<file path="config.mk">
export PLATFORM = sky130hd
export DESIGN_NAME = ascii_triaxis_frame_parser_unit
export DESIGN_NICKNAME = d
export VERILOG_FILES = /design/src/design/atfp_pkg.sv /design/src/design/ascii_triaxis_frame_parser_unit.sv /design/src/design/atfp_front.sv /design/src/design/atfp_queue.sv /design/src/design/atfp_back.sv
export VERILOG_INCLUDE_DIRS = /design/src /design/src/design
export SDC_FILE = /design/constraint.sdc
export NUM_CORES = 1
export LEC_CHECK = 0
export ABC_AREA = 1
export ABC_CLOCK_PERIOD_IN_PS = 10150
export BUFFER_PORTS_ARGS = -buffer_cell sky130_fd_sc_hd__buf_2
export CAP_MARGIN = 30
export CORE_ASPECT_RATIO = 0.9
export CORE_UTILIZATION = 50
export DETAILED_ROUTE_END_ITERATION = 10
export PLACE_DENSITY = 0.79
export SYNTH_ARGS = -nofsm -noshare
export SYNTH_HDL_FRONTEND = slang
export SYNTH_HIERARCHICAL = 1
export SYNTH_SLANG_ARGS = --single-unit
</file>
<file path="constraint.sdc">
create_clock -name clk -period 10.15 [get_ports clk]
set_input_delay 0 -clock clk [delete_from_list [all_inputs] [get_ports clk]]
set_output_delay 0 -clock clk [all_outputs]
set_load 0.005 [all_outputs]
</file>
<file path="src/design/ascii_triaxis_frame_parser_unit_defines.svh">
// Assertion macros for the three-axis frame parser.
// Included by the modules that check their own logic; depends on nothing.
`ifndef ASCII_TRIAXIS_FRAME_PARSER_UNIT_DEFINES_SVH
`define ASCII_TRIAXIS_FRAME_PARSER_UNIT_DEFINES_SVH
`ifndef NO_ASSERTIONS
// Property that must hold at every clock edge outside reset
`define ATFP_ASSERT(lbl, clk, rstn, prop, msg) \
  lbl: assert property (@(posedge clk) disable iff (!rstn) (prop)) else $error(msg);
// Consequence that must hold in the cycle after the antecedent
`define ATFP_ASSERT_NEXT(lbl, clk, rstn, ante, cons, msg) \
  lbl: assert property (@(posedge clk) disable iff (!rstn) (ante) |=> (cons)) else $error(msg);
`else
`define ATFP_ASSERT(lbl, clk, rstn, prop, msg)
`define ATFP_ASSERT_NEXT(lbl, clk, rstn, ante, cons, msg)
`endif
`endif

</file>
<file path="src/design/atfp_pkg.sv">
// Shared types, constants and the position decoder of the frame parser.
// Used by the front, queue, back and top-level modules; depends on nothing.
`timescale 1ns / 1ps
`default_nettype none

package atfp_pkg;

  localparam logic [4:0] LAST_POS       = 5'd17;
  localparam logic [4:0] POS_MAX        = 5'd31;
  localparam logic [7:0] SIGN_MINUS     = 8'h2D;
  localparam logic [7:0] CHAR_ZERO      = 8'h30;
  localparam logic [7:0] CHAR_NINE      = 8'h39;
  localparam logic [7:0] END_MARKER_RST = 8'h3B;
  localparam int         NUM_AXES       = 3;

  // What one byte position contributes
  typedef enum logic [1:0] {
    SLOT_SKIP,
    SLOT_SIGN,
    SLOT_WHOLE,
    SLOT_FRAC
  } slot_kind_t;

  typedef struct packed {
    slot_kind_t  kind;
    logic [1:0]  axis;
  } pos_class_t;

  // Classified item handed from front to back
  typedef struct packed {
    slot_kind_t  kind;
    logic [1:0]  axis;
    logic [3:0]  digit;
    logic        last;
    logic        frame_ok;
  } token_t;

  // Control between front and queue
  typedef struct packed {
    logic   push;
    token_t tok;
  } push_req_t;

  // Map a byte position onto axis and slot kind
  function automatic pos_class_t classify_pos(input logic [4:0] pos);
    pos_class_t c;
    c.kind = SLOT_SKIP;
    c.axis = 2'd0;
    case (pos) inside
      5'd2:           begin c.kind = SLOT_SIGN;  c.axis = 2'd0; end
      [5'd3 : 5'd4]:  begin c.kind = SLOT_WHOLE; c.axis = 2'd0; end
      [5'd5 : 5'd6]:  begin c.kind = SLOT_FRAC;  c.axis = 2'd0; end
      5'd7:           begin c.kind = SLOT_SIGN;  c.axis = 2'd1; end
      [5'd8 : 5'd9]:  begin c.kind = SLOT_WHOLE; c.axis = 2'd1; end
      [5'd10 : 5'd11]: begin c.kind = SLOT_FRAC;  c.axis = 2'd1; end
      5'd12:          begin c.kind = SLOT_SIGN;  c.axis = 2'd2; end
      [5'd13 : 5'd14]: begin c.kind = SLOT_WHOLE; c.axis = 2'd2; end
      [5'd15 : 5'd16]: begin c.kind = SLOT_FRAC;  c.axis = 2'd2; end
      default:        begin c.kind = SLOT_SKIP;  c.axis = 2'd0; end
    endcase
    return c;
  endfunction

endpackage

`default_nettype wire

</file>
<file path="src/design/ascii_triaxis_frame_parser_unit.sv">
// Three-axis ASCII frame parser: one byte per cycle in when not stalled, one result
// per frame out. A frame's final byte goes through the queue entry, then the output
// register, which drives the result.
// Throughput: one byte every cycle unless the queue is full, set by the back end's
// per-byte accumulate; the two-entry queue and the output register keep input flowing
// while a result waits. Reset (rst_n low, synchronous): clears position, queue,
// accumulators and output valid, and sets the end marker to ';'.
`timescale 1ns / 1ps
`default_nettype none

module ascii_triaxis_frame_parser_unit
  import atfp_pkg::*;
(
  input  wire logic        clk,
  input  wire logic        rst_n,
  input  wire logic        cfg_wr_en,
  input  wire logic [7:0]  cfg_wr_data,  // end_marker
  input  wire logic        in_tvalid,
  output logic             in_tready,
  input  wire logic [7:0]  in_tdata,     // [7:0] frame_byte
  input  wire logic        in_tlast,     // frame_end
  output logic             out_tvalid,
  input  wire logic        out_tready,
  output logic [47:0]      out_tdata,    // [14:0] x, [29:15] y, [44:30] z, rest zero
  output logic [0:0]       out_tuser     // [0] format_error
);

  push_req_t push_req;
  token_t    q_head;
  logic      q_full;
  logic      q_valid;
  logic      q_pop;

  atfp_front u_front (
    .clk         (clk),
    .rst_n       (rst_n),
    .cfg_wr_en   (cfg_wr_en),
    .cfg_wr_data (cfg_wr_data),
    .in_tvalid   (in_tvalid),
    .in_tready   (in_tready),
    .in_tdata    (in_tdata),
    .in_tlast    (in_tlast),
    .q_full      (q_full),
    .push_req    (push_req)
  );

  atfp_queue u_queue (
    .clk      (clk),
    .rst_n    (rst_n),
    .push_req (push_req),
    .q_full   (q_full),
    .q_valid  (q_valid),
    .q_head   (q_head),
    .q_pop    (q_pop)
  );

  atfp_back u_back (
    .clk        (clk),
    .rst_n      (rst_n),
    .q_valid    (q_valid),
    .q_head     (q_head),
    .q_pop      (q_pop),
    .out_tvalid (out_tvalid),
    .out_tready (out_tready),
    .out_tdata  (out_tdata),
    .out_tuser  (out_tuser)
  );

endmodule

`default_nettype wire

</file>
<file path="src/design/atfp_front.sv">
// Front end: accepts bytes, tracks frame position and classifies each byte.
// Holds the end-marker register; depends on atfp_pkg.
`timescale 1ns / 1ps
`default_nettype none

module atfp_front
  import atfp_pkg::*;
(
  input  wire logic        clk,
  input  wire logic        rst_n,
  input  wire logic        cfg_wr_en,
  input  wire logic [7:0]  cfg_wr_data,
  input  wire logic        in_tvalid,
  output logic             in_tready,
  input  wire logic [7:0]  in_tdata,
  input  wire logic        in_tlast,
  input  wire logic        q_full,
  output push_req_t        push_req
);

  logic [7:0] end_marker_r;
  logic [4:0] pos_r, pos_nxt;
  logic       accept;
  logic       is_digit;
  pos_class_t pclass;

  assign in_tready = !q_full;
  assign accept    = in_tvalid && in_tready;

  // Classify the incoming byte
  always_comb begin
    pclass   = classify_pos(pos_r);
    is_digit = (in_tdata >= CHAR_ZERO) && (in_tdata <= CHAR_NINE);
    push_req.push         = accept;
    push_req.tok.axis     = pclass.axis;
    push_req.tok.digit    = 4'(in_tdata - CHAR_ZERO);
    push_req.tok.last     = in_tlast;
    push_req.tok.frame_ok = (pos_r == LAST_POS) && (in_tdata == end_marker_r);
    case (pclass.kind)
      SLOT_SIGN:  push_req.tok.kind = (in_tdata == SIGN_MINUS) ? SLOT_SIGN : SLOT_SKIP;
      SLOT_WHOLE: push_req.tok.kind = is_digit ? SLOT_WHOLE : SLOT_SKIP;
      SLOT_FRAC:  push_req.tok.kind = is_digit ? SLOT_FRAC : SLOT_SKIP;
      default:    push_req.tok.kind = SLOT_SKIP;
    endcase
  end

  // Advance the saturating position, restart after the last byte
  always_comb begin
    pos_nxt = pos_r;
    if (accept) begin
      if (in_tlast) begin
        pos_nxt = 5'd0;
      end else if (pos_r != POS_MAX) begin
        pos_nxt = pos_r + 5'd1;
      end
    end
  end

  always_ff @(posedge clk) begin
    if (!rst_n) begin
      pos_r        <= 5'd0;
      end_marker_r <= END_MARKER_RST;
    end else begin
      pos_r <= pos_nxt;
      if (cfg_wr_en) begin
        end_marker_r <= cfg_wr_data;
      end
    end
  end

endmodule

`default_nettype wire

</file>
<file path="src/design/atfp_queue.sv">
// Two-entry queue of classified items between front and back.
// Depends on atfp_pkg and the assertion macro header.
`timescale 1ns / 1ps
`default_nettype none
`include "ascii_triaxis_frame_parser_unit_defines.svh"

module atfp_queue
  import atfp_pkg::*;
(
  input  wire logic   clk,
  input  wire logic   rst_n,
  input  push_req_t   push_req,
  output logic        q_full,
  output logic        q_valid,
  output token_t      q_head,
  input  wire logic   q_pop
);

  token_t     mem_r [2];
  logic       wr_ptr_r, rd_ptr_r;
  logic [1:0] count_r, count_nxt;

  assign q_full  = (count_r == 2'd2);
  assign q_valid = (count_r != 2'd0);
  assign q_head  = mem_r[rd_ptr_r];

  // Track occupancy
  always_comb begin
    count_nxt = count_r;
    case ({push_req.push, q_pop})
      2'b10:   count_nxt = count_r + 2'd1;
      2'b01:   count_nxt = count_r - 2'd1;
      default: count_nxt = count_r;
    endcase
  end

  always_ff @(posedge clk) begin
    if (!rst_n) begin
      wr_ptr_r <= 1'b0;
      rd_ptr_r <= 1'b0;
      count_r  <= 2'd0;
    end else begin
      count_r <= count_nxt;
      if (push_req.push) begin
        wr_ptr_r <= !wr_ptr_r;
      end
      if (q_pop) begin
        rd_ptr_r <= !rd_ptr_r;
      end
    end
  end

  // Store the pushed item
  always_ff @(posedge clk) begin
    if (push_req.push) begin
      mem_r[wr_ptr_r] <= push_req.tok;
    end
  end

  `ATFP_ASSERT(a_no_overflow, clk, rst_n, !(push_req.push && count_r == 2'd2), "queue overflow")
  `ATFP_ASSERT(a_no_underflow, clk, rst_n, !(q_pop && count_r == 2'd0), "queue underflow")

endmodule

`default_nettype wire

</file>
<file path="src/design/atfp_back.sv">
// Back end: accumulates axis digits and forms one result per frame.
// Holds the output register; depends on atfp_pkg and the assertion macro header.
`timescale 1ns / 1ps
`default_nettype none
`include "ascii_triaxis_frame_parser_unit_defines.svh"

module atfp_back
  import atfp_pkg::*;
(
  input  wire logic         clk,
  input  wire logic         rst_n,
  input  wire logic         q_valid,
  input  token_t            q_head,
  output logic              q_pop,
  output logic              out_tvalid,
  input  wire logic         out_tready,
  output logic [47:0]       out_tdata,
  output logic [0:0]        out_tuser
);

  logic [NUM_AXES-1:0] neg_r, neg_nxt;
  logic [6:0]          whole_r [NUM_AXES];
  logic [6:0]          whole_nxt [NUM_AXES];
  logic [1:0]          wcnt_r [NUM_AXES];
  logic [1:0]          wcnt_nxt [NUM_AXES];
  logic [6:0]          frac_r [NUM_AXES];
  logic [6:0]          frac_nxt [NUM_AXES];
  logic [1:0]          fcnt_r [NUM_AXES];
  logic [1:0]          fcnt_nxt [NUM_AXES];
  logic [14:0]         val [NUM_AXES];
  logic [13:0]         mag [NUM_AXES];
  logic [6:0]          frac_scaled [NUM_AXES];
  logic                digits_ok;
  logic                ok;
  logic                out_valid_r;
  logic [44:0]         out_data_r;
  logic                out_err_r;

  // Take non-final items at once, a final one only when the output slot frees
  assign q_pop = q_valid && (!q_head.last || !out_valid_r || out_tready);

  // Accumulate digits and signs, clear after the final item
  always_comb begin
    neg_nxt = neg_r;
    for (int a = 0; a < NUM_AXES; a++) begin
      whole_nxt[a] = whole_r[a];
      wcnt_nxt[a]  = wcnt_r[a];
      frac_nxt[a]  = frac_r[a];
      fcnt_nxt[a]  = fcnt_r[a];
      if (q_pop) begin
        if (q_head.last) begin
          whole_nxt[a] = 7'd0;
          wcnt_nxt[a]  = 2'd0;
          frac_nxt[a]  = 7'd0;
          fcnt_nxt[a]  = 2'd0;
          neg_nxt[a]   = 1'b0;
        end else if (q_head.axis == 2'(a)) begin
          case (q_head.kind)
            SLOT_SIGN: neg_nxt[a] = 1'b1;
            SLOT_WHOLE: begin
              whole_nxt[a] = 7'(whole_r[a] * 7'd10 + 7'(q_head.digit));
              wcnt_nxt[a]  = wcnt_r[a] + 2'd1;
            end
            SLOT_FRAC: begin
              frac_nxt[a] = 7'(frac_r[a] * 7'd10 + 7'(q_head.digit));
              fcnt_nxt[a] = fcnt_r[a] + 2'd1;
            end
            default: ;
          endcase
        end
      end
    end
  end

  // Form the signed hundredths of each axis
  always_comb begin
    digits_ok = 1'b1;
    for (int a = 0; a < NUM_AXES; a++) begin
      case (fcnt_r[a])
        2'd0:    frac_scaled[a] = 7'd0;
        2'd1:    frac_scaled[a] = 7'(frac_r[a] * 7'd10);
        default: frac_scaled[a] = frac_r[a];
      endcase
      mag[a] = 14'(whole_r[a] * 14'd100) + 14'(frac_scaled[a]);
      val[a] = neg_r[a] ? (15'd0 - {1'b0, mag[a]}) : {1'b0, mag[a]};
      if (wcnt_r[a] == 2'd0 && fcnt_r[a] == 2'd0) begin
        digits_ok = 1'b0;
      end
    end
    ok = q_head.frame_ok && digits_ok;
  end

  always_ff @(posedge clk) begin
    if (!rst_n) begin
      neg_r       <= '0;
      out_valid_r <= 1'b0;
      for (int a = 0; a < NUM_AXES; a++) begin
        whole_r[a] <= 7'd0;
        wcnt_r[a]  <= 2'd0;
        frac_r[a]  <= 7'd0;
        fcnt_r[a]  <= 2'd0;
      end
    end else begin
      neg_r <= neg_nxt;
      for (int a = 0; a < NUM_AXES; a++) begin
        whole_r[a] <= whole_nxt[a];
        wcnt_r[a]  <= wcnt_nxt[a];
        frac_r[a]  <= frac_nxt[a];
        fcnt_r[a]  <= fcnt_nxt[a];
      end
      if (q_pop && q_head.last) begin
        out_valid_r <= 1'b1;
      end else if (out_tready) begin
        out_valid_r <= 1'b0;
      end
    end
  end

  // Load the result register
  always_ff @(posedge clk) begin
    if (q_pop && q_head.last) begin
      out_data_r <= ok ? {val[2], val[1], val[0]} : 45'd0;
      out_err_r  <= !ok;
    end
  end

  assign out_tvalid = out_valid_r;
  assign out_tdata  = {3'd0, out_data_r};
  assign out_tuser  = out_err_r;

  `ATFP_ASSERT(a_err_zero, clk, rst_n, !(out_valid_r && out_err_r && out_data_r != 45'd0), "error result not zero")
  `ATFP_ASSERT_NEXT(a_last_gives_result, clk, rst_n, q_pop && q_head.last, out_valid_r, "final item gave no result")

endmodule

`default_nettype wire

</file>
# Word level (Yosys, flattened, before mapping)
# Memories as Yosys holds them, arrays and structs flattened. A register that Yosys moved wholly into a read port is not among the register bits.
# Cells that the tools add are included.
# word_totals
ff_bits,67
ramBits,74
output_inout_bits,51
mem_count,5
# mem_list
memory,words,width,rd,rd_clocked_by_memory_dff,write_ports,line,text
u_back.frac_r,3,7,3,0,3,atfp_back.sv:26,logic [6:0] frac_r [NUM_AXES];
u_back.whole_r,3,7,3,0,3,atfp_back.sv:22,logic [6:0] whole_r [NUM_AXES];
u_queue.mem_r,2,10,1,1,1,atfp_queue.sv:19,token_t mem_r [2];
u_back.fcnt_r,3,2,3,0,3,atfp_back.sv:28,logic [1:0] fcnt_r [NUM_AXES];
u_back.wcnt_r,3,2,3,0,3,atfp_back.sv:24,logic [1:0] wcnt_r [NUM_AXES];
# op_classes
add_sub_neg,22
multipliers,9
n_lt_le_gt_ge,14
n_eq_ne,21
n_mux,100
n_bitwise,12
n_reduce_logical,45
# op_table
op,count
$mux 7,30
$mux 2,32
$sub 1x14->15 const A,3
$add 14x7->14,3
$add 7x4->7,6
$mul 7x3->6 const B,6
$mux 14,3
$pmux 7 s2,3
$mul 7x5->12 const B,3
$mux 4,9
$ge 5x4->1 const B,4
$mux 1,19
$reduce_bool 2->1,8
$le 5x4->1 const B,3
$logic_and 1x1->1,15
$add 2x1->2 const B,7
$eq 2x1->1 const B,7
$eq 2x2->1 const B,7
$logic_not 2->1,7
$or 1x1->1,12
$le 5x3->1 const B,2
$mux 5,2
$reduce_and 3->1,3
$eq 8x6->1 const B,1
19 further kinds,28

# Logic depth before layout (Yosys ltp)
# Gate-level depths: netlist of run 1.
# logic_depth
depth_word,13
depth_mapped,22
ltp_nobuf,22

# Cells and area by module
# The synthesis of run 1 kept the hierarchy.
# modules_own_cells
mod,instances,cells_each,area_per_inst_um2,seq_area_each_um2
atfp_back,1,1283,9586.7,2542.4
atfp_front,1,175,1064.8,260.2
atfp_queue,1,66,988.4,700.7

# Worst setup path before layout of run 1
# Ideal clock, no wire load.
# synth_timing
kind,register to register
start,"memory u_back.frac_r[1][1], in the netlist u_back/frac_r[0][8]"
end,register u_back.out_data_r[28] (data pin)
t_arrival_ns,3.176
slack_ns,6.720
stages_incl_launch_ff,18
period_less_slack_ns,3.430
path_cell_list,dfxtp_1 ha_1 ha_1 fa_1 xor2_1 xnor2_1 a22o_1 ha_1 inv_1 nor2_1 nand3_1 nand3_1 xor2_2 nand3_2 nor2_4 nand3_2 a21oi_1 nor2_1
# synth_lines
item,line,text
start: declaration,atfp_back.sv:26,
end signal: assignment,atfp_back.sv:122,"out_data_r <= ok ? {val[2], val[1], val[0]} : 45'd0;"
end: declaration,atfp_back.sv:36,logic [44:0] out_data_r;

==> flow_summary.ini, run 1 <==
[place]
dpl.hpwl_um = 18400
gp_congestion = 0.895
port_buffers = 69
placed_area_mm2 = 0.0122

[power_and_ir_drop]
power.density_mw_per_mm2 = 203
leakage_nw = 6.46
irDropWorstVdd_mv = 0.119

[setup_path]
cp_cell_sequence = ha_1 > ha_1 > fa_1 > xnor2_1 > xnor2_1 > o21ai_0 > ha_1 > nand2_1 > nor2_1 > nand2_1 > nand3_2 > nand2_1 > nor3_2 > nand2_1 > nor2_1 > nand2_1 > nand2_1 > nand3_1 > nand2_1 > nor2_1
reg2reg_depth = 20
crit_buf_inv = 0
arrival_ns = 3.91
rrSetupSlack_ns = 6.42
cp-startpoint = u_back/frac_r[0][1]
end_kind = register
crit_type = register to register
worstSetupStartpointType = register
crit_top_cell = nand2_1
slowest_delay_ns = 0.48
r2r_start = u_back/frac_r[0][1]
path_delay_family = simple AND/OR/NAND/NOR gates
worstReg2RegEnd = u_back/out_data_r[13]
required_ns = 10.34
cp_max_fo = 6
crit_slowest_cell = dfxtp_1

[detailed_routing]
vias_per_cell = 5.21
ant_nets = 0
drtIter0Drc = 608
wire_per_inst_um = 12.9
routed_wirelength_um = 24800
drc = 0
firstDrtPassIters = 5
vias = 10019

[cells_and_area]
design_area_mm2 = 0.0130
diodes = 0
nets = 1809
area.growth.synth_to_final_pct = 11.9
layout-drive-gt1-share = 0.109

[cts]
clkSinkCount = 142
clk_latency_ns = 0.43
cts-root-buf = clkbuf_16
h-tree-depth = 4
cts.clk_slew.worst_paths_ns = 0.06
cts_tree = yes
ctsLongestPathBuffers = 2
cts_buffers = 17

[die]
die_area_mm2 = 0.0239
design.core.area_mm2 = 0.0226
ioPinCount = 73
die-height_um = 147
die-width_um = 163
initial_core_util = 0.514
rows = 52

[sta]
worstMarginPinSlew_ns = 0.882
fin_setup_tns_ns = 0
clock_skew_ns = 0.0167
fmax_mhz = 268
finalSetupViolations = 0
grt_setup_unrepaired = no
min_period_ns = 3.73
finalMaxSlewViolations = 0
final_hold_viol_count = 0
whs_ns = 0.0210
max_slew_margin = 0.410
fin_crit_sh = 0.367

[global_route]
grtUsageTotal = 0.217
grt_pass1_vias = 9584
antenna_found_initial = 0
grt-ovfl-total = 0
grt_pass1_wl_um = 42500
grt_max_degree = 47

[logic_synthesis]
yosys-top-cells-area = edfxtp_1, ha_1, dfxtp_1
netlist_area_mm2 = 0.0116
yosys.cell_types.count = 54
yosysSeqAreaShare = 0.301
synth_top_area_frac = 0.170
ys_seq_elements = 142
syn_area_per_cell_um2 = 7.64
async_flop_share = 0
netlist_instances = 1524
ys.flop_type = dfxtp_1
synthTopCellsByCount = nand2_1, inv_1, ha_1
synth-edff-count = 66
yosys.area.top_type = edfxtp_1
yosysMostFrequentCell = nand2_1
yosys_warnings = 6

[outcome]
status = complete, no violations

[worst_hold_path]
min_from = rst_n
min_to = u_front/end_marker_r[5]
hold_path_class = primary input to register
hold_depth = 2

[flow_run]
maxCapViolations = 0
## power breakdown
| group | internal (mW) | switching (mW) | leakage [nW] | total (mW) |
|---|---|---|---|---|
| logic | 0.436 | 0.771 | 4.95 | 1.21 |
| registers | 0.732 | 0.0978 | 1.25 | 0.830 |
| clock network | 0.341 | 0.261 | 0.264 | 0.602 |
## logic make-up after synthesis
kind of cell,Yosys count,synth area share
adder cells (fa/ha/maj),174,0.201
buffers and inverters,237,0.0817
multiplexers,10,0.0129
XOR/XNOR,46,0.0382
AO/OA/AOI/OAI,223,0.106
flip-flops,142,0.301
other,1,0.000322
AND/OR/NAND/NOR,691,0.260
## per-layer routing
layer | vias up | global-route usage | wire length (um)
met3 | 36 | 0.0370 | 883
met5 | - | 0 | 0
met1 | 4580 | 0.277 | 11600
li1 | 5209 | - | -
met2 | 194 | 0.371 | 11900
met4 | 0 | 0.0668 | 366
## cells in the final DEF, fill, tap and decap left out, types with 4 or more instances in the layout
| master | instances |
|---|---|
| nand2_1 | 377 |
| inv_1 | 205 |
| ha_1 | 153 |
| a21oi_1 | 126 |
| nor2_1 | 124 |
| nand3_1 | 93 |
| dfxtp_1 | 76 |
| buf_2 | 69 |
| edfxtp_1 | 66 |
| o21ai_0 | 60 |
| dlygate4sd3_1 | 23 |
| xnor2_1 | 23 |
| fa_1 | 21 |
| xor2_1 | 19 |
| nand4_1 | 18 |
| clkbuf_16 | 17 |
| nor3_1 | 15 |
| nand2_2 | 13 |
| nand3_2 | 11 |
| nor2_2 | 10 |
| mux2_4 | 10 |
| nand3b_1 | 9 |
| or2_2 | 9 |
| nor2_4 | 7 |
| inv_6 | 5 |
| inv_2 | 5 |
| a22o_1 | 5 |
| clkinvlp_4 | 4 |
| a31oi_1 | 4 |
## sequential cells by signal, summed over array words and instances, names as in the netlist, named ones only
name and count:
u_queue/mem_r 20, u_queue/wr_ptr_r 1, u_queue/rd_ptr_r 1, u_back/wcnt_r 6, u_front/end_marker_r 8, u_queue/count_r 2
u_back/out_tvalid 1, u_back/fcnt_r 6, u_back/frac_r 21, u_front/pos_r 5, u_back/out_data_r 45, u_back/neg_r 3
u_back/whole_r 21, u_back/out_tuser 1
## per-stage QoR
stage | std cells | power (mW) | setup slack, ns | utilization
finish | 1923 | 2.64 | 6.42 | 0.575
global route | 1923 | 2.86 | 6.09 | 0.575
CTS | 1922 | 2.64 | 6.45 | 0.575
detailed placement | 1867 | 2.02 | 6.49 | 0.540
global placement | 1867 | 1.98 | 6.57 | 0.540
floorplan | 1526 | 1.74 | 6.72 | -
## final cells by class
class                   instances  area, um2
clock buffers                  18        429
repair buffers                 94        603
flip-flops and latches        142       3500
fillers                      2016       9610
well taps                     297        372
inverters                     211        792
multi-input cells            1147       7200
clock inverters                14        135
## worst max-delay path by stage
| stage | end | slack (ns) | cells past startpoint |
|---|---|---|---|
| detailed placement | u_back/out_data_r[28] | 6.49 | 15 |
| floorplan | u_back/out_data_r[28] | 6.72 | 17 |
| finish | u_back/out_data_r[13] | 6.42 | 20 |
| global placement | u_back/out_data_r[28] | 6.57 | 17 |
| CTS | u_back/out_data_r[13] | 6.45 | 20 |
| global route | u_back/out_data_r[12] | 6.09 | 19 |
## repair_timing
item                                   in CTS  in global routing
setup buffers                               0                  0
hold buffers                               23                  0
endpoints found under the hold margin      20                  0
gates resized for setup                     0                  0
Note: power is estimated with default switching activity, not from simulation.
==> run 2, diff against run 1 <==
Settings changed: ABC_CLOCK_PERIOD_IN_PS 10150 to 3870.
Clock period 10.15 ns to 3.87 ns, I/O delays scaled along.
==> run 2 against run 1 <==
Clock-buffer cell count is 1 higher. Via count is 2.3% higher. Sequential cell count stayed put. Routed wire length is 2.8% higher. Sequential share of layout area is 0.28 points lower. First-iteration DRC count is 11% higher. Global-route usage is 0.31 points higher. Highest routed layer unchanged.
==> flow_summary.ini, run 2 (same netlist as run 1, synthesis figures left out) <==
[cts]
cts_buffers = 17
post_cts_buffers = 0
ctsLongestPathBuffers = 2
clk_latency_ns = 0.44
cts-root-buf = clkbuf_16
cts_tree = yes
cts.clk_slew.worst_paths_ns = 0.07
h-tree-depth = 4
clkSinkCount = 142

[worst_hold_path]
min_from = in_tvalid
hold_depth = 4
min_to = u_front/pos_r[4]
hold_path_class = primary input to register

[cells_and_area]
nFillCells = 1997
most-common-layout-cells = nand2_1, inv_1, ha_1
layout-drive-gt1-share = 0.116
reg.largest.list = u_back/out_data_r: 45 flops, u_back/frac_r: 21 flops, u_back/whole_r: 21 flops
regMostFlops = u_back/out_data_r
final_cells = 1934
largest_register_ffs = 45
final_common_cell = nand2_1
nets = 1820
diodes = 0
finish.utilization = 0.582
area.growth.synth_to_final_pct = 13.3

[detailed_routing]
firstDrtPassIters = 5
routed_wirelength_um = 25500
vias_per_cell = 5.30
vias = 10245
ant_nets = 0
wire_per_inst_um = 13.2
drtIter0Drc = 676
drc = 0

[setup_path]
crit_slowest_cell = dfxtp_1
cp_cell_sequence = ha_1 > ha_1 > fa_1 > xor2_1 > xnor2_1 > a22o_1 > ha_4 > nand2_1 > nor2_1 > nand2_1 > nand3_2 > nand3_1 > nor2_1 > nand2_1 > nand2_1 > nand2_1 > o21ai_1 > nand2_1 > nand2_1 > nor2_1
crit_type = register to register
cp-startpoint = u_back/frac_r[0][17]
cp_max_fo = 5
rrSetupSlack_ns = 0.23
required_ns = 4.07
path_delay_family = adder cells
reg2reg_depth = 20
worstReg2RegEnd = u_back/out_data_r[42]
worstSetupStartpointType = register
arrival_ns = 3.84
crit_buf_inv = 0
crit_top_cell = nand2_1
r2r_start = u_back/frac_r[0][17]
slowest_delay_ns = 0.40
end_kind = register

[die]
die_area_mm2 = 0.0239
design.core.area_mm2 = 0.0226
ioPinCount = 73
die-height_um = 147
die-width_um = 163
rows = 52
initial_core_util = 0.514

[sta]
fin_crit_sh = 0.941
fmax_mhz = 275
clock_skew_ns = 0.0122
worstMarginPinSlew_ns = 0.832
finalMaxSlewViolations = 0
max_slew_margin = 0.445
min_period_ns = 3.64
finalSetupViolations = 0
worst_slack_ns = 0.227
final_hold_viol_count = 0

[power_and_ir_drop]
irDropWorstVdd_mv = 0.356
power.density_mw_per_mm2 = 542
leakage_nw = 6.53

[outcome]
status = complete, no violations

[global_route]
grt_pass1_wl_um = 43000
grtUsageTotal = 0.220
grt_pass1_vias = 9615
antenna_found_initial = 0
grt-ovfl-total = 0
grt_max_degree = 46

[place]
pre_cts_ws_ns = 0.246
dpl.hpwl_um = 18900
gp_congestion = 0.869
place_inst = 1876
port_buffers = 69

[flow_run]
maxCapViolations = 0
run 2: changes by cell type in the layout (fill, tap and decap cells not counted), sizes merged:
cell / previous run / this run
buf: 71 / 79
bufinv: 1 / 4
clkbuf: 18 / 19
clkinvlp: 4 / 3
dlygate4sd3: 23 / 26
inv: 215 / 212
run 2: worst max path at each step:
stage	end	cells after the start
after floorplan	u_back/out_data_r[28]	17
after global placement	u_back/out_data_r[14]	19
after detailed placement	u_back/out_data_r[42]	19
after CTS	u_back/out_data_r[42]	19
after global routing	u_back/out_data_r[42]	20
final	u_back/out_data_r[42]	20
run 2: layout make-up:
class	instances	area, um2	area share
tap	297	372	0.0282
clock buffer	19	433	0.0328
timing repair buffer	105	681	0.0516
multi-input combinational	1147	7210	0.547
sequential	142	3510	0.266
inverter	211	792	0.0601
clock inverter	13	188	0.0142
run 2: report_power, final:
| part | internal (mW) | switching [mW] | leakage [nW] | total [mW] |
|---|---|---|---|---|
| combinational | 1.17 | 2.09 | 4.99 | 3.26 |
| sequential | 1.92 | 0.207 | 1.25 | 2.13 |
| clock | 1.08 | 0.668 | 0.294 | 1.75 |
run 2: metal layers:
metal  routed length [um]  track usage
met5                    0            0
met4                  393       0.0701
met3                 1130       0.0325
met2                12300        0.379
met1                11700        0.281
run 2: tightest hold or removal path: stages:
cell and delay [ns]:
buf_2 0.08, nand2_1 0.09, nor2_1 0.14, a221oi_1 0.10
run 2: stage by stage:
step,setup TNS (ns),hold slack (ns),instance area (um2),power (mW)
after detailed placement,0,0.217,12300,5.33
after global routing,-0.0155,0.0591,13200,7.68
final,0,0.0213,13200,7.14
after CTS,0,0.0146,13200,7.13
after floorplan,0,0.121,11600,4.55
after global placement,0,0.211,12300,5.23
run 2: timing repair:
| item | in CTS | in global routing |
|---|---|---|
| hold buffers | 26 | 0 |
| endpoints found under the hold margin | 21 | 0 |
| resized for setup | 0 | 7 |
| endpoints found under the setup margin | 0 | 8 |
